[src/hdl/smc_pkg.sv]
// shared types, constants and helpers for the sample mean and covariance block
package smc_pkg;

  localparam int MAX_POINTS  = 256;
  localparam int MAX_DIM     = 6;
  localparam int STORE_DEPTH = MAX_POINTS * MAX_DIM;
  localparam int ADDR_W      = $clog2(STORE_DEPTH);
  localparam int CNT_W       = $clog2(STORE_DEPTH + 1);
  localparam int DIM_W       = 3;
  localparam int IDX_W       = 3;
  localparam int COORD_W     = 16;
  localparam int VAL_W       = 32;
  localparam int ACC_W       = 56;
  localparam int DEV_W       = COORD_W + 1;
  localparam int PROD_W      = 2 * DEV_W;
  localparam int DIV_CNT_W   = $clog2(ACC_W + 1);

  typedef enum logic [1:0] {
    KIND_MEAN = 2'd0,
    KIND_COV  = 2'd1,
    KIND_ERR  = 2'd2
  } kind_e;

  typedef enum logic [1:0] {
    ERR_NONE     = 2'd0,
    ERR_EMPTY    = 2'd1,
    ERR_PARTIAL  = 2'd2,
    ERR_OVERFLOW = 2'd3
  } err_e;

  typedef enum logic [3:0] {
    BK_IDLE,
    BK_NDIV,
    BK_NWAIT,
    BK_ERR,
    BK_MSUM,
    BK_MDIV,
    BK_MWAIT,
    BK_MOUT,
    BK_CLOADR,
    BK_CLOADC,
    BK_CSUM,
    BK_CDIV,
    BK_CWAIT,
    BK_COUT
  } bk_state_e;

  typedef struct packed {
    logic [CNT_W-1:0] count;
    logic [DIM_W-1:0] dim;
    logic             ovf;
  } job_t;

  typedef struct packed {
    kind_e                   kind;
    logic [IDX_W-1:0]        row;
    logic [IDX_W-1:0]        column;
    logic signed [VAL_W-1:0] value;
    err_e                    error_code;
    logic                    last;
  } result_t;

  function automatic logic signed [VAL_W-1:0] sat32(input logic signed [ACC_W-1:0] v);
    logic hi_same;
    hi_same = (v[ACC_W-1:VAL_W-1] == '0) || (v[ACC_W-1:VAL_W-1] == '1);
    if (hi_same) begin
      return v[VAL_W-1:0];
    end else if (v[ACC_W-1]) begin
      return {1'b1, {(VAL_W-1){1'b0}}};
    end else begin
      return {1'b0, {(VAL_W-1){1'b1}}};
    end
  endfunction

endpackage

[src/hdl/smc_jobq.sv]
// two-entry job queue between front and back
module smc_jobq import smc_pkg::*; (
  input  logic clk_i,
  input  logic rst_ni,
  input  logic push_i,
  input  job_t job_i,
  input  logic pop_i,
  output logic empty_o,
  output job_t job_o
);

  job_t       ent_q [2];
  logic       wp_q, rp_q;
  logic [1:0] cnt_q;
  logic       do_push, do_pop;

  assign empty_o = cnt_q == 2'd0;
  assign do_pop  = pop_i && !empty_o;
  assign do_push = push_i && (cnt_q != 2'd2);
  assign job_o   = ent_q[rp_q];

  always_ff @(posedge clk_i) begin
    if (do_push) begin
      ent_q[wp_q] <= job_i;
    end
  end

  always_ff @(posedge clk_i or negedge rst_ni) begin
    if (!rst_ni) begin
      wp_q  <= 1'b0;
      rp_q  <= 1'b0;
      cnt_q <= 2'd0;
    end else begin
      if (do_push) begin
        wp_q <= !wp_q;
      end
      if (do_pop) begin
        rp_q <= !rp_q;
      end
      cnt_q <= cnt_q + 2'(do_push) - 2'(do_pop);
    end
  end

endmodule

[config.mk]
export PLATFORM = sky130hd
export DESIGN_NAME = smc_jobq
export DESIGN_NICKNAME = d
export VERILOG_FILES = /design/src/hdl/smc_pkg.sv /design/src/hdl/smc_jobq.sv
export SDC_FILE = /design/constraint.sdc
export NUM_CORES = 1
export LEC_CHECK = 0
export ABC_AREA = 1
export BUFFER_PORTS_ARGS = -buffer_cell sky130_fd_sc_hd__buf_2
export CAP_MARGIN = 20
export CORE_UTILIZATION = 55
export CTS_CLUSTER_DIAMETER = 40
export CTS_CLUSTER_SIZE = 20
export DETAILED_ROUTE_END_ITERATION = 7
export GPL_TIMING_DRIVEN = 0
export PLACE_DENSITY = 0.81
export SYNTH_ARGS = -nofsm -noshare
export SYNTH_HDL_FRONTEND = slang
export SYNTH_SLANG_ARGS = --single-unit
[constraint.sdc]
create_clock -name clk_i -period 3.49 [get_ports clk_i]
set_input_delay 0.5235 -clock clk_i [delete_from_list [all_inputs] [get_ports clk_i]]
set_output_delay 0.5235 -clock clk_i [all_outputs]
set_load 0.02 [all_outputs]
==> flow_summary.html, run 1 <==
<table>
<tr><th>Metric</th><th>Value</th></tr>
<tr><th colspan="2">Run status</th></tr>
<tr><td>Result of the run</td><td>finished, final reports clean</td></tr>
<tr><th colspan="2">Yosys</th></tr>
<tr><td>Area of the mapped netlist</td><td>1360 sq um</td></tr>
<tr><td>Area share of the largest cell type after synthesis</td><td>66.2%</td></tr>
<tr><td>Sequential share of the synthesized area</td><td>73.6%</td></tr>
<tr><td>Post-Synth XOR/XNOR Area</td><td>0%</td></tr>
<tr><td>Post-Synthesis Mean Instance Area</td><td>12.3 sq um</td></tr>
<tr><td>Compound-Gate Fraction of Synth Area</td><td>0%</td></tr>
<tr><td>Main combinational cell family by area after synthesis</td><td>simple AND/OR/NAND/NOR gates</td></tr>
<tr><td>Post-synth net total</td><td>132</td></tr>
<tr><td>Distinct cell type count of the synthesized netlist</td><td>11</td></tr>
<tr><td>Yosys warns</td><td>0</td></tr>
<tr><td>Most area-hungry cell type in the Yosys netlist</td><td>sky130_fd_sc_hd__edfxtp_1</td></tr>
<tr><td>Portion of netlist area occupied by mux cells</td><td>0%</td></tr>
<tr><td>Synthesized netlist cell count</td><td>111</td></tr>
<tr><td>Synth Register Bits</td><td>34</td></tr>
<tr><td>Adder and majority cell fraction of the synthesized area</td><td>1.84%</td></tr>
<tr><td>Area share of and/or/nand/nor cells after synthesis</td><td>18.3%</td></tr>
<tr><td>Main area contributors after synthesis</td><td>sky130_fd_sc_hd__edfxtp_1 66%, sky130_fd_sc_hd__nand2_1 15%, sky130_fd_sc_hd__dfrtp_1 7.4%</td></tr>
<tr><th colspan="2">Setup path</th></tr>
<tr><td>Kind of cell with the highest combined delay on the critical path</td><td>buffers and inverters</td></tr>
<tr><td>Kind of capture point of the worst setup path</td><td>output pin</td></tr>
<tr><td>Crit-path cells</td><td>buf_6, inv_6, buf_12, nand2_1, nand2_1, buf_2</td></tr>
<tr><td>Count of buffer and inverter cells on the critical path</td><td>4</td></tr>
<tr><td>Type of the setup path with the least slack</td><td>flop to output pin</td></tr>
<tr><td>Nature of the critical path startpoint</td><td>flop</td></tr>
<tr><td>Critical Path AT</td><td>1.31 ns</td></tr>
<tr><td>Data required time at the worst endpoint</td><td>2.97 ns</td></tr>
<tr><td>Critical Path Fanout Max</td><td>10</td></tr>
<tr><td>Worst stage delay on the critical path</td><td>0.38 ns</td></tr>
<tr><td>Worst path slowest cell</td><td>sky130_fd_sc_hd__dfrtp_1</td></tr>
<tr><td>Most used cell, CP</td><td>sky130_fd_sc_hd__nand2_1</td></tr>
<tr><th colspan="2">Route</th></tr>
<tr><td>Top Metal Used</td><td>met4</td></tr>
<tr><td>Via-per-instance ratio</td><td>4.78</td></tr>
<tr><td>Met1 wire length</td><td>825 um</td></tr>
<tr><td>TritonRoute pass-1 iters</td><td>4</td></tr>
<tr><td>Routed wl met3</td><td>129 um</td></tr>
<tr><td>Total wire length</td><td>2.24 mm</td></tr>
<tr><td>Final antenna-violating net count</td><td>0</td></tr>
<tr><td>Total via count in the routed design</td><td>874</td></tr>
<tr><td>DRC violation count after routing</td><td>0</td></tr>
<tr><td>Routed wire per std cell</td><td>12.2 um</td></tr>
<tr><td>Sum of met2 wire segment lengths after detailed routing</td><td>1.27 mm</td></tr>
<tr><td>First-iteration detailed-routing DRC count</td><td>23</td></tr>
<tr><th colspan="2">Place</th></tr>
<tr><td>Sum of net half-perimeters after detailed placement</td><td>1.70 mm</td></tr>
<tr><td>Routability congestion estimate</td><td>0.695</td></tr>
<tr><td>Buffers on Ports</td><td>34</td></tr>
<tr><td>Total placed instance area</td><td>1580 sq um</td></tr>
<tr><th colspan="2">Pwr</th></tr>
<tr><td>Largest vdd supply drop</td><td>0.611 mV</td></tr>
<tr><td>Total power density per cell area</td><td>845 nW/um^2</td></tr>
<tr><td>Standby leakage power</td><td>0.776 nW</td></tr>
<tr><th colspan="2">Global routing</th></tr>
<tr><td>Combined global-route utilization of all metal layers</td><td>19.9%</td></tr>
<tr><td>Vias in the first global route</td><td>834</td></tr>
<tr><td>Pin count of the biggest net entering global routing</td><td>16</td></tr>
<tr><td>First-pass GRT wire length</td><td>3.51 mm</td></tr>
<tr><td>Number of antenna violations at the first check in global routing</td><td>0</td></tr>
<tr><td>Global-route congestion overflow total</td><td>0</td></tr>
<tr><th colspan="2">CTS</th></tr>
<tr><td>Clock buffer count from CTS</td><td>5</td></tr>
<tr><td>Clock tree from TritonCTS</td><td>built</td></tr>
<tr><td>Number of post-CTS setup repair buffers</td><td>0</td></tr>
<tr><td>Clock Pin Slew Worst Setup and Hold Paths</td><td>0.10 ns</td></tr>
<tr><td>Post_cts resized</td><td>0</td></tr>
<tr><td>Clock insertion delay at the later pin of the skew report</td><td>0.32 ns</td></tr>
<tr><td>Worst-case clock buffer depth</td><td>2</td></tr>
<tr><td>CTS H-tree depth</td><td>2</td></tr>
<tr><td>Clock tree sinks</td><td>34</td></tr>
<tr><td>Clock tree root buffer cell</td><td>sky130_fd_sc_hd__clkbuf_4</td></tr>
<tr><th colspan="2">STA</th></tr>
<tr><td>RSZ-0062 raised after global routing</td><td>false</td></tr>
<tr><td>Clock tree skew after final layout</td><td>0.0140 ns</td></tr>
<tr><td>Number of pins exceeding their max-slew limit in the final report</td><td>0</td></tr>
<tr><td>Final total negative setup slack</td><td>0 ns</td></tr>
<tr><td>Highest achievable clock rate</td><td>546 MHz</td></tr>
<tr><td>Minimum clock period after layout</td><td>1.83 ns</td></tr>
<tr><td>Final Hold Viols</td><td>0</td></tr>
<tr><td>Max_slew headroom</td><td>59.8%</td></tr>
<tr><td>Hold_ws</td><td>0.381 ns</td></tr>
<tr><td>Final critical-path share of the clock period</td><td>52.5%</td></tr>
<tr><td>Actual slew at the worst max-slew pin</td><td>0.601 ns</td></tr>
<tr><td>Count of final setup violators</td><td>0</td></tr>
<tr><th colspan="2">Final layout</th></tr>
<tr><td>Proportion of layout cells with a drive suffix above 1</td><td>32.9%</td></tr>
<tr><td>Count of fill cells added during filler insertion</td><td>167</td></tr>
<tr><td>Total number of nets in the final design</td><td>175</td></tr>
<tr><td>ANT cells</td><td>0</td></tr>
<tr><td>Commonest non-fill, non-tap cell in the layout</td><td>sky130_fd_sc_hd__nand2_1</td></tr>
<tr><td>Post-layout instance area</td><td>1640 sq um</td></tr>
<tr><td>Most frequent cells in the layout</td><td>53 x sky130_fd_sc_hd__nand2_1, 34 x sky130_fd_sc_hd__buf_2, 30 x sky130_fd_sc_hd__edfxtp_1</td></tr>
<tr><td>Layout Area Growth over Synthesis</td><td>20.7%</td></tr>
<tr><th colspan="2">Floorplan</th></tr>
<tr><td>Starting density of the core</td><td>59.8%</td></tr>
<tr><td>Number of core rows</td><td>17</td></tr>
<tr><td># IOs</td><td>35</td></tr>
<tr><td>Chip Width</td><td>51.7 um</td></tr>
<tr><td>Full die area</td><td>2680 sq um</td></tr>
<tr><td>Die Y-Extent</td><td>51.7 um</td></tr>
<tr><td>Total core area</td><td>2280 sq um</td></tr>
<tr><th colspan="2">Min path</th></tr>
<tr><td>Class of the worst hold path</td><td>primary input to flop</td></tr>
<tr><th colspan="2">Run</th></tr>
<tr><td>Max Cap Viol</td><td>0</td></tr>
</table>
## power breakdown
part	total, mW	leakage [nW]	switching (mW)	internal (mW)
sequential	0.593	0.327	0.0328	0.560
combinational	0.596	0.417	0.389	0.207
clock	0.198	0.0322	0.119	0.0790
total	1.39	0.776	0.541	0.846
## logic make-up (layout without fill, tap and decap cells)
| family | after synthesis | in the layout |
|---|---|---|
| buf+inv | 13 | 57 |
| flops | 34 | 34 |
| fa+ha+maj | 2 | 2 |
| simple gates | 62 | 62 |
## stage by stage
stage	utilization [%]	setup slack, ns	instances	total power [mW]
after floorplan	-	1.85	111	1.01
after global placement	68.8	1.42	173	1.16
final	72.1	1.66	183	1.39
after CTS	72.1	1.63	183	1.40
after global routing	72.1	1.53	183	1.48
after detailed placement	69.3	1.73	174	1.21
## metal layers
layer | up-vias | global-route usage (%)
li1 | 445 | -
met1 | 396 | 18.7
met2 | 31 | 37.2
met3 | 2 | 9.36
met4 | 0 | 6.76
met5 | - | 0
## synthesized netlist by cell type (all sizes together)
cell / number
buf: 3
dfrtp: 4
edfxtp: 30
ha: 2
inv: 10
nand2: 58
nand3: 3
nor2: 1
## cell type report
class	count	area, sq um	area share (%)
plain buffers	3	42.5	2.59
clock buffers	6	41.3	2.52
clock inverters	2	13.8	0.838
inverters	10	42.5	2.59
multi-input cells	64	274	16.7
flip-flops and latches	34	1000	61.0
well taps	28	35.0	2.13
repair buffers	36	191	11.7
## sequential cells by signal (all words and copies together) (netlist names)
| signal | flops |
|---|---|
| ent_q | 30 |
| wp_q | 1 |
| cnt_q | 2 |
| rp_q | 1 |
## worst reg2reg max path, stage by stage (launching register included)
cell	delay, ns
sky130_fd_sc_hd__dfrtp_1	0.38
sky130_fd_sc_hd__inv_1	0.07
sky130_fd_sc_hd__nand2_1	0.09
sky130_fd_sc_hd__nand2_1	0.10
sky130_fd_sc_hd__nor2_1	0.48
sky130_fd_sc_hd__buf_6	0.24
## timing repair
| item | 4_1_cts | 5_1_grt |
|---|---|---|
| hold buffers | 1 | 0 |
| endpoints found under the hold margin | 4 | 0 |
| endpoints found under the setup margin | 0 | 0 |
## worst paths after layout
check                              startpoint               endpoint  slack [ns]  cells after the start
max                          rp_q$_DFFE_PN0P_              job_o[10]        1.66                      6
min                                  job_i[0]  ent_q[0][0]$_DFFE_PP_        0.38                      1
max reg2reg                cnt_q[0]$_DFF_PN0_  ent_q[1][4]$_DFFE_PP_        1.84                      5
min reg2reg                  wp_q$_DFFE_PN0N_       wp_q$_DFFE_PN0N_        0.48                      2
max in group asynchronous              rst_ni       wp_q$_DFFE_PN0N_        2.83                      2
min in group asynchronous              rst_ni     cnt_q[0]$_DFF_PN0_        0.52                      2
Note: power is estimated with default switching activity, not from simulation.
==> run 2, diff against run 1 <==
Settings changed: CORE_UTILIZATION 55 to 46, PLACE_DENSITY 0.81 to 0.73.
Clock period 3.49 ns to 1.5 ns, I/O delays scaled along.
==> flow_summary.html, run 2 (synthesis results as in run 1) <==
<table>
<tr><th>Metric</th><th>Value</th></tr>
<tr><th colspan="2">Run status</th></tr>
<tr><td>Result of the run</td><td>finished with violations (was finished, final reports clean)</td></tr>
<tr><td>Violations in the final reports</td><td>negative setup slack</td></tr>
<tr><th colspan="2">Floorplan</th></tr>
<tr><td>Chip Width</td><td>56.4 um (was 51.7 um)</td></tr>
<tr><td>Total core area</td><td>2780 sq um (was 2280 sq um)</td></tr>
<tr><td># IOs</td><td>35 (unchanged)</td></tr>
<tr><td>Full die area</td><td>3180 sq um (was 2680 sq um)</td></tr>
<tr><td>Starting density of the core</td><td>48.9% (was 59.8%)</td></tr>
<tr><td>Die Y-Extent</td><td>56.4 um (was 51.7 um)</td></tr>
<tr><td>Number of core rows</td><td>19 (was 17)</td></tr>
<tr><th colspan="2">Pwr</th></tr>
<tr><td>Largest vdd supply drop</td><td>1.46 mV (was 0.611 mV)</td></tr>
<tr><td>Switching Share</td><td>36.9% (was 39.0%)</td></tr>
<tr><td>Cell internal pwr</td><td>2.43 mW (was 0.846 mW)</td></tr>
<tr><td>Part of the power in registers</td><td>36.2% (was 42.8%)</td></tr>
<tr><td>Proportion of power drawn by combinational gates</td><td>46.9% (was 42.9%)</td></tr>
<tr><td>Standby leakage power</td><td>0.827 nW (was 0.776 nW)</td></tr>
<tr><td>Clock power frac</td><td>16.8% (was 14.3%)</td></tr>
<tr><td>Net load switching power</td><td>1.42 mW (was 0.541 mW)</td></tr>
<tr><td>Total power density per cell area</td><td>2100 nW/um^2 (was 845 nW/um^2)</td></tr>
<tr><th colspan="2">Global routing</th></tr>
<tr><td>Vias in the first global route</td><td>915 (was 834)</td></tr>
<tr><td>Number of antenna violations at the first check in global routing</td><td>0 (unchanged)</td></tr>
<tr><td>First-pass GRT wire length</td><td>3.89 mm (was 3.51 mm)</td></tr>
<tr><td>Global-route congestion overflow total</td><td>0 (unchanged)</td></tr>
<tr><td>Combined global-route utilization of all metal layers</td><td>16.8% (was 19.9%)</td></tr>
<tr><td>Pin count of the biggest net entering global routing</td><td>16 (unchanged)</td></tr>
<tr><th colspan="2">STA</th></tr>
<tr><td>Final total negative setup slack</td><td>-0.0339 ns (was 0 ns)</td></tr>
<tr><td>Hold_ws</td><td>0.0815 ns (was 0.381 ns)</td></tr>
<tr><td>Count of final setup violators</td><td>6 (was 0)</td></tr>
<tr><td>RSZ-0062 raised after global routing</td><td>true (was false)</td></tr>
<tr><td>Max_slew headroom</td><td>69.5% (was 59.8%)</td></tr>
<tr><td>Final Hold Viols</td><td>0 (unchanged)</td></tr>
<tr><td>Number of pins exceeding their max-slew limit in the final report</td><td>0 (unchanged)</td></tr>
<tr><td>Actual slew at the worst max-slew pin</td><td>0.457 ns (was 0.601 ns)</td></tr>
<tr><td>Slack of the critical path</td><td>-0.0118 ns (was 1.66 ns)</td></tr>
<tr><td>Highest achievable clock rate</td><td>661 MHz</td></tr>
<tr><td>Minimum clock period after layout</td><td>1.51 ns</td></tr>
<tr><td>Clock tree skew after final layout</td><td>0.00551 ns (was 0.0140 ns)</td></tr>
<tr><td>Final critical-path share of the clock period</td><td>101%</td></tr>
<tr><th colspan="2">CTS</th></tr>
<tr><td>Worst-case clock buffer depth</td><td>2 (unchanged)</td></tr>
<tr><td>Clock insertion delay at the later pin of the skew report</td><td>0.32 ns (about the same)</td></tr>
<tr><td>Clock tree root buffer cell</td><td>sky130_fd_sc_hd__clkbuf_4 (unchanged)</td></tr>
<tr><td>CTS H-tree depth</td><td>2 (unchanged)</td></tr>
<tr><td>Clock tree sinks</td><td>34 (unchanged)</td></tr>
<tr><td>Clock tree from TritonCTS</td><td>built (unchanged)</td></tr>
<tr><td>Clock buffer count from CTS</td><td>5 (unchanged)</td></tr>
<tr><td>Clock Pin Slew Worst Setup and Hold Paths</td><td>0.10 ns (about the same)</td></tr>
<tr><th colspan="2">Setup path</th></tr>
<tr><td>Kind of capture point of the worst setup path</td><td>output pin (unchanged)</td></tr>
<tr><td>Crit-path cells</td><td>buf_6, clkinv_8, clkbuf_16, nand2_2, nand2_2, buf_6 (was buf_6, inv_6, buf_12, nand2_1, nand2_1, buf_2)</td></tr>
<tr><td>Critical Path Fanout Max</td><td>8 (was 10)</td></tr>
<tr><td>Worst stage delay on the critical path</td><td>0.36 ns (was 0.38 ns)</td></tr>
<tr><td>Type of the setup path with the least slack</td><td>flop to output pin (unchanged)</td></tr>
<tr><td>Cell count along the critical path</td><td>6 (unchanged)</td></tr>
<tr><td>Worst path slowest cell</td><td>sky130_fd_sc_hd__dfrtp_1 (unchanged)</td></tr>
<tr><td>Data required time at the worst endpoint</td><td>1.27 ns (was 2.97 ns)</td></tr>
<tr><td>Startpoint of the worst register-to-register path</td><td>cnt_q[0]$_DFF_PN0_ (unchanged)</td></tr>
<tr><td>Count of buffer and inverter cells on the critical path</td><td>4 (unchanged)</td></tr>
<tr><td>Setup slack, reg-to-reg</td><td>0.11 ns (was 1.84 ns)</td></tr>
<tr><td>Kind of cell with the highest combined delay on the critical path</td><td>buffers and inverters (unchanged)</td></tr>
<tr><td>Critical Path AT</td><td>1.29 ns (was 1.31 ns)</td></tr>
<tr><td>Depth of the worst register-to-register path</td><td>9 (was 5)</td></tr>
<tr><td>Reg-to-Reg End</td><td>cnt_q[1]$_DFF_PN0_ (was ent_q[1][4]$_DFFE_PP_)</td></tr>
<tr><td>End of the critical path</td><td>job_o[12] (was job_o[10])</td></tr>
<tr><td>Nature of the critical path startpoint</td><td>flop (unchanged)</td></tr>
<tr><td>Launch point of the critical path</td><td>rp_q$_DFFE_PN0P_ (unchanged)</td></tr>
<tr><th colspan="2">Final layout</th></tr>
<tr><td>Proportion of layout cells with a drive suffix above 1</td><td>44.2% (was 32.9%)</td></tr>
<tr><td>Biggest registers after layout</td><td>ent_q: 30 flops, cnt_q: 2 flops (unchanged)</td></tr>
<tr><td>Commonest non-fill, non-tap cell in the layout</td><td>sky130_fd_sc_hd__nand2_1 (unchanged)</td></tr>
<tr><td>Most frequent cells in the layout</td><td>38 x sky130_fd_sc_hd__nand2_1, 30 x sky130_fd_sc_hd__edfxtp_1, 23 x sky130_fd_sc_hd__buf_2 (was 53 x sky130_fd_sc_hd__nand2_1, 34 x sky130_fd_sc_hd__buf_2, 30 x sky130_fd_sc_hd__edfxtp_1)</td></tr>
<tr><td>Total number of nets in the final design</td><td>176 (was 175)</td></tr>
<tr><td>ANT cells</td><td>0 (unchanged)</td></tr>
<tr><td>Top reg by flops</td><td>ent_q (unchanged)</td></tr>
<tr><td>Number of flip-flops under the largest register name</td><td>30 (unchanged)</td></tr>
<tr><td>Layout Area Growth over Synthesis</td><td>34.7% (was 20.7%)</td></tr>
<tr><th colspan="2">Place</th></tr>
<tr><td>Routability congestion estimate</td><td>0.647 (was 0.695)</td></tr>
<tr><td>Sum of net half-perimeters after detailed placement</td><td>1.52 mm (was 1.70 mm)</td></tr>
<tr><td>Buffers on Ports</td><td>34 (unchanged)</td></tr>
<tr><td>Worst slack at placement</td><td>-0.111 ns (was 1.73 ns)</td></tr>
<tr><th colspan="2">Route</th></tr>
<tr><td>Total via count in the routed design</td><td>891 (was 874)</td></tr>
<tr><td>Final antenna-violating net count</td><td>0 (unchanged)</td></tr>
<tr><td>First-iteration detailed-routing DRC count</td><td>15 (was 23)</td></tr>
<tr><td>Sum of met2 wire segment lengths after detailed routing</td><td>1.30 mm (was 1.27 mm)</td></tr>
<tr><td>DRC violation count after routing</td><td>0 (unchanged)</td></tr>
<tr><td>Total wire length</td><td>2.41 mm (was 2.24 mm)</td></tr>
<tr><td>Routed wire per std cell</td><td>12.9 um (was 12.2 um)</td></tr>
<tr><td>Met1 wire length</td><td>974 um (was 825 um)</td></tr>
<tr><td>Via-per-instance ratio</td><td>4.76 (was 4.78)</td></tr>
<tr><td>Routed wl met3</td><td>120 um (was 129 um)</td></tr>
<tr><td>TritonRoute pass-1 iters</td><td>4 (unchanged)</td></tr>
<tr><td>Top Metal Used</td><td>met4 (unchanged)</td></tr>
<tr><th colspan="2">Run</th></tr>
<tr><td>Max Cap Viol</td><td>0 (unchanged)</td></tr>
<tr><th colspan="2">Min path</th></tr>
<tr><td>Startpoint of the worst hold path</td><td>job_i[0] (unchanged)</td></tr>
<tr><td>Class of the worst hold path</td><td>primary input to flop (unchanged)</td></tr>
<tr><td>Worst Hold Path Cells</td><td>1 (unchanged)</td></tr>
</table>
-- run 2: changes by cell type in the layout (fill, tap and decap cells not counted), sizes merged --
cell / previous run / this run
inv: 10 / 8
clkbuf: 6 / 8
clkinvlp: 0 / 1
clkinv: 2 / 1
bufinv: 0 / 1
-- run 2: worst min-delay path by stage --
stage,endpoint
floorplan,cnt_q[0]$_DFF_PN0_
global placement,wp_q$_DFFE_PN0N_
detailed placement,wp_q$_DFFE_PN0N_
CTS,ent_q[1][0]$_DFFE_PP_
global route,ent_q[1][0]$_DFFE_PP_
finish,ent_q[1][0]$_DFFE_PP_
-- run 2: per-stage QoR --
step	cell area [sq um]	utilization [%]	power, mW	cells
after floorplan	1360	-	2.36	111
after global placement	1570	56.5	2.72	176
after detailed placement	1570	56.5	2.77	176
after CTS	1740	62.5	3.65	185
after global routing	1830	65.9	4.09	187
final	1830	65.9	3.85	187
-- run 2: layout make-up --
cell class	count	area [sq um]
sequential	34	1000
fill	223	950
multi-input combinational	64	339
timing repair buffer	37	282
inverter	10	53.8
clock buffer	7	45.0
buffer	3	42.5
tap	31	38.8
clock inverter	1	30.0
-- run 2: power by group through the flow --
stage          sequential, mW  clock [mW]  combinational [mW]
2_1_floorplan            1.38           0               0.980
3_3_place_gp             1.39           0                1.33
3_5_place_dp             1.40           0                1.36
4_1_cts                  1.38       0.660                1.61
5_1_grt                  1.42       0.704                1.97
6_report                 1.39       0.648                1.81
-- run 2: what timing repair did --
item,CTS,global route
endpoints found under the hold margin,4,0
setup buffers,0,1
resized for setup,27,19
gates cloned,0,1
hold buffers,1,0
pin swaps,0,4
endpoints found under the setup margin,25,28
-- run 2: worst reg2reg max path, delay by kind of cell (launching register included) --
family,cells,cell delay [ns]
buf+inv,3,0.18
fa+ha+maj,2,0.40
simple gates,4,0.32
flops,1,0.39
-- run 2: per-layer routing --
layer | vias to the layer above | GRT usage [%]
li1 | 446 | -
met1 | 409 | 19.1
met2 | 34 | 28.1
met3 | 2 | 6.22
met4 | 0 | 8.01
met5 | - | 0
==> run 3, diff against run 2 <==
Settings changed: CORE_UTILIZATION 46 to 48, CTS_BUF_LIST set to sky130_fd_sc_hd__clkbuf_4, PLACE_DENSITY 0.73 to 0.75.
==> flow_summary.html, run 3 (synthesis results as in run 1) <==
<table>
<tr><th>Metric</th><th>Value</th></tr>
<tr><th colspan="2">Final layout</th></tr>
<tr><td>Total number of nets in the final design</td><td>176 (unchanged)</td></tr>
<tr><td>Number of standard cells in the final layout excluding fillers</td><td>186 (was 187)</td></tr>
<tr><td>ANT cells</td><td>0 (unchanged)</td></tr>
<tr><td>Number of flip-flops under the largest register name</td><td>30 (unchanged)</td></tr>
<tr><td>Layout Area Growth over Synthesis</td><td>25.9% (was 34.7%)</td></tr>
<tr><td>Top reg by flops</td><td>ent_q (unchanged)</td></tr>
<tr><td>Commonest non-fill, non-tap cell in the layout</td><td>sky130_fd_sc_hd__nand2_1 (unchanged)</td></tr>
<tr><td>Proportion of layout cells with a drive suffix above 1</td><td>40.4% (was 44.2%)</td></tr>
<tr><td>Post-layout instance area</td><td>1710 sq um (was 1830 sq um)</td></tr>
<tr><td>Biggest registers after layout</td><td>ent_q: 30 flops, cnt_q: 2 flops (unchanged)</td></tr>
<tr><td>Most frequent cells in the layout</td><td>47 x sky130_fd_sc_hd__nand2_1, 30 x sky130_fd_sc_hd__edfxtp_1, 29 x sky130_fd_sc_hd__buf_2 (was 38 x sky130_fd_sc_hd__nand2_1, 30 x sky130_fd_sc_hd__edfxtp_1, 23 x sky130_fd_sc_hd__buf_2)</td></tr>
<tr><th colspan="2">Floorplan</th></tr>
<tr><td>Number of core rows</td><td>18 (was 19)</td></tr>
<tr><td>Starting density of the core</td><td>53.0% (was 48.9%)</td></tr>
<tr><td>Total core area</td><td>2570 sq um (was 2780 sq um)</td></tr>
<tr><td>Die Y-Extent</td><td>55.2 um (was 56.4 um)</td></tr>
<tr><td>Full die area</td><td>3050 sq um (was 3180 sq um)</td></tr>
<tr><td>Chip Width</td><td>55.2 um (was 56.4 um)</td></tr>
<tr><td># IOs</td><td>35 (unchanged)</td></tr>
<tr><th colspan="2">STA</th></tr>
<tr><td>Highest achievable clock rate</td><td>680 MHz (was 661 MHz)</td></tr>
<tr><td>RSZ-0062 raised after global routing</td><td>true (unchanged)</td></tr>
<tr><td>Actual slew at the worst max-slew pin</td><td>0.449 ns (was 0.457 ns)</td></tr>
<tr><td>Minimum clock period after layout</td><td>1.47 ns (was 1.51 ns)</td></tr>
<tr><td>Max_slew headroom</td><td>70.0% (was 69.5%)</td></tr>
<tr><td>Clock tree skew after final layout</td><td>0.00670 ns (was 0.00551 ns)</td></tr>
<tr><td>Slack of the critical path</td><td>0.0285 ns (was -0.0118 ns)</td></tr>
<tr><td>Final critical-path share of the clock period</td><td>98.1% (was 101%)</td></tr>
<tr><td>Final Hold Viols</td><td>0 (unchanged)</td></tr>
<tr><td>Final total negative setup slack</td><td>0 ns (was -0.0339 ns)</td></tr>
<tr><td>Count of final setup violators</td><td>0 (was 6)</td></tr>
<tr><td>Number of pins exceeding their max-slew limit in the final report</td><td>0 (unchanged)</td></tr>
<tr><th colspan="2">Place</th></tr>
<tr><td>Routability congestion estimate</td><td>0.636 (was 0.647)</td></tr>
<tr><td>Buffers on Ports</td><td>34 (unchanged)</td></tr>
<tr><td>Worst slack at placement</td><td>-0.106 ns (was -0.111 ns)</td></tr>
<tr><td>Inst Count DP</td><td>175 (was 176)</td></tr>
<tr><td>Total placed instance area</td><td>1570 sq um (about the same)</td></tr>
<tr><td>Sum of net half-perimeters after detailed placement</td><td>1.52 mm (about the same)</td></tr>
<tr><th colspan="2">Run status</th></tr>
<tr><td>Result of the run</td><td>finished, final reports clean (was finished with violations)</td></tr>
<tr><th colspan="2">Pwr</th></tr>
<tr><td>Largest vdd supply drop</td><td>1.48 mV (was 1.46 mV)</td></tr>
<tr><td>Standby leakage power</td><td>0.786 nW (was 0.827 nW)</td></tr>
<tr><td>Total power density per cell area</td><td>2000 nW/um^2 (was 2100 nW/um^2)</td></tr>
<tr><th colspan="2">CTS</th></tr>
<tr><td>Clock tree root buffer cell</td><td>sky130_fd_sc_hd__clkbuf_4 (unchanged)</td></tr>
<tr><td>CTS H-tree depth</td><td>2 (unchanged)</td></tr>
<tr><td>Clock tree sinks</td><td>34 (unchanged)</td></tr>
<tr><td>Clock buffer count from CTS</td><td>5 (unchanged)</td></tr>
<tr><td>Clock insertion delay at the later pin of the skew report</td><td>0.33 ns (was 0.32 ns)</td></tr>
<tr><td>Clock Pin Slew Worst Setup and Hold Paths</td><td>0.09 ns (was 0.10 ns)</td></tr>
<tr><td>Clock tree from TritonCTS</td><td>built (unchanged)</td></tr>
<tr><td>Worst-case clock buffer depth</td><td>2 (unchanged)</td></tr>
<tr><th colspan="2">Route</th></tr>
<tr><td>Total wire length</td><td>2.22 mm (was 2.41 mm)</td></tr>
<tr><td>Met1 wire length</td><td>880 um (was 974 um)</td></tr>
<tr><td>DRC violation count after routing</td><td>0 (unchanged)</td></tr>
<tr><td>Total via count in the routed design</td><td>882 (was 891)</td></tr>
<tr><td>Routed wire per std cell</td><td>11.9 um (was 12.9 um)</td></tr>
<tr><td>TritonRoute pass-1 iters</td><td>4 (unchanged)</td></tr>
<tr><td>Top Metal Used</td><td>met4 (unchanged)</td></tr>
<tr><td>Final antenna-violating net count</td><td>0 (unchanged)</td></tr>
<tr><td>First-iteration detailed-routing DRC count</td><td>17 (was 15)</td></tr>
<tr><td>Sum of met2 wire segment lengths after detailed routing</td><td>1.17 mm (was 1.30 mm)</td></tr>
<tr><td>Routed wl met3</td><td>139 um (was 120 um)</td></tr>
<tr><td>Via-per-instance ratio</td><td>4.74 (was 4.76)</td></tr>
<tr><th colspan="2">Global routing</th></tr>
<tr><td>Combined global-route utilization of all metal layers</td><td>16.7% (was 16.8%)</td></tr>
<tr><td>Vias in the first global route</td><td>872 (was 915)</td></tr>
<tr><td>Pin count of the biggest net entering global routing</td><td>17 (was 16)</td></tr>
<tr><td>Number of antenna violations at the first check in global routing</td><td>0 (unchanged)</td></tr>
<tr><td>Global-route congestion overflow total</td><td>0 (unchanged)</td></tr>
<tr><td>First-pass GRT wire length</td><td>3.82 mm (was 3.89 mm)</td></tr>
<tr><th colspan="2">Setup path</th></tr>
<tr><td>Type of the setup path with the least slack</td><td>flop to output pin (unchanged)</td></tr>
<tr><td>Critical Path AT</td><td>1.25 ns (was 1.29 ns)</td></tr>
<tr><td>Data required time at the worst endpoint</td><td>1.27 ns (about the same)</td></tr>
<tr><td>Kind of capture point of the worst setup path</td><td>output pin (unchanged)</td></tr>
<tr><td>Critical Path Fanout Max</td><td>10 (was 8)</td></tr>
<tr><td>Nature of the critical path startpoint</td><td>flop (unchanged)</td></tr>
<tr><th colspan="2">Min path</th></tr>
<tr><td>Class of the worst hold path</td><td>primary input to flop (unchanged)</td></tr>
<tr><th colspan="2">Run</th></tr>
<tr><td>Max Cap Viol</td><td>0 (unchanged)</td></tr>
</table>
[run 3: cell types whose count changed in the layout (fill, tap and decap cells not counted), sizes merged]
cell    before  now
buf         38   39
bufinv       1    0
clkinv       1    0
inv          8    9
[run 3: path summary, 6_finish.rpt]
| path | start | endpoint | slack (ns) | cells past startpoint |
|---|---|---|---|---|
| worst max-delay path | rp_q$_DFFE_PN0P_ | job_o[9] | 0.03 | 5 |
| min in group asynchronous | rst_ni | cnt_q[0]$_DFF_PN0_ | 0.26 | 2 |
| worst min-delay path | job_i[3] | ent_q[0][3]$_DFFE_PP_ | 0.08 | 1 |
| worst min register to register | wp_q$_DFFE_PN0N_ | wp_q$_DFFE_PN0N_ | 0.48 | 2 |
| max in group asynchronous | rst_ni | wp_q$_DFFE_PN0N_ | 1.12 | 2 |
| worst max register to register | cnt_q[1]$_DFF_PN0_ | cnt_q[1]$_DFF_PN0_ | 0.12 | 9 |
[run 3: timing repair]
| action | in CTS | in global routing |
|---|---|---|
| setup endpoints to repair | 25 | 29 |
| endpoints found under the hold margin | 4 | 0 |
| gates resized for setup | 4 | 17 |
| pin swaps | 0 | 0 |
| hold buffers | 1 | 0 |
| buffers inserted | 0 | 3 |
[run 3: per-layer routing]
metal / vias up / GRT usage (%)
met5: - / 0
met4: 0 / 6.43
met3: 8 / 6.56
met2: 28 / 27.7
met1: 396 / 19.6
li1: 450 / -
[run 3: stage by stage]
| step | power (mW) | utilization, % | hold WS (ns) |
|---|---|---|---|
| after floorplan | 2.36 | - | -0.0706 |
| after global placement | 2.72 | 61.2 | 0.0334 |
| after detailed placement | 2.76 | 61.2 | 0.0366 |
| after CTS | 3.25 | 63.6 | 0.0702 |
| after global routing | 3.65 | 66.7 | 0.0637 |
| final | 3.42 | 66.7 | 0.0807 |
[run 3: area by class of cell]
type,count,area [sq um]
clock buffer,8,60.1
multi-input combinational,64,297
buffer,2,26.3
fill,210,855
timing repair buffer,38,243
tap,30,37.5
inverter,10,48.8
sequential,34,1000
[run 3: power breakdown]
| part | internal, mW | switching [mW] | leakage [nW] |
|---|---|---|---|
| Clock | 0.241 | 0.273 | 0.0368 |
| Sequential | 1.30 | 0.0777 | 0.327 |
| Combinational | 0.583 | 0.942 | 0.422 |
| Total | 2.13 | 1.29 | 0.786 |
[run 3: critical path: stages, from the launching register on]
cell and delay, ns:
sky130_fd_sc_hd__dfrtp_1 0.38, sky130_fd_sc_hd__buf_6 0.14, sky130_fd_sc_hd__buf_8 0.14, sky130_fd_sc_hd__nand2_1 0.05
sky130_fd_sc_hd__nand2_1 0.06, sky130_fd_sc_hd__buf_2 0.15
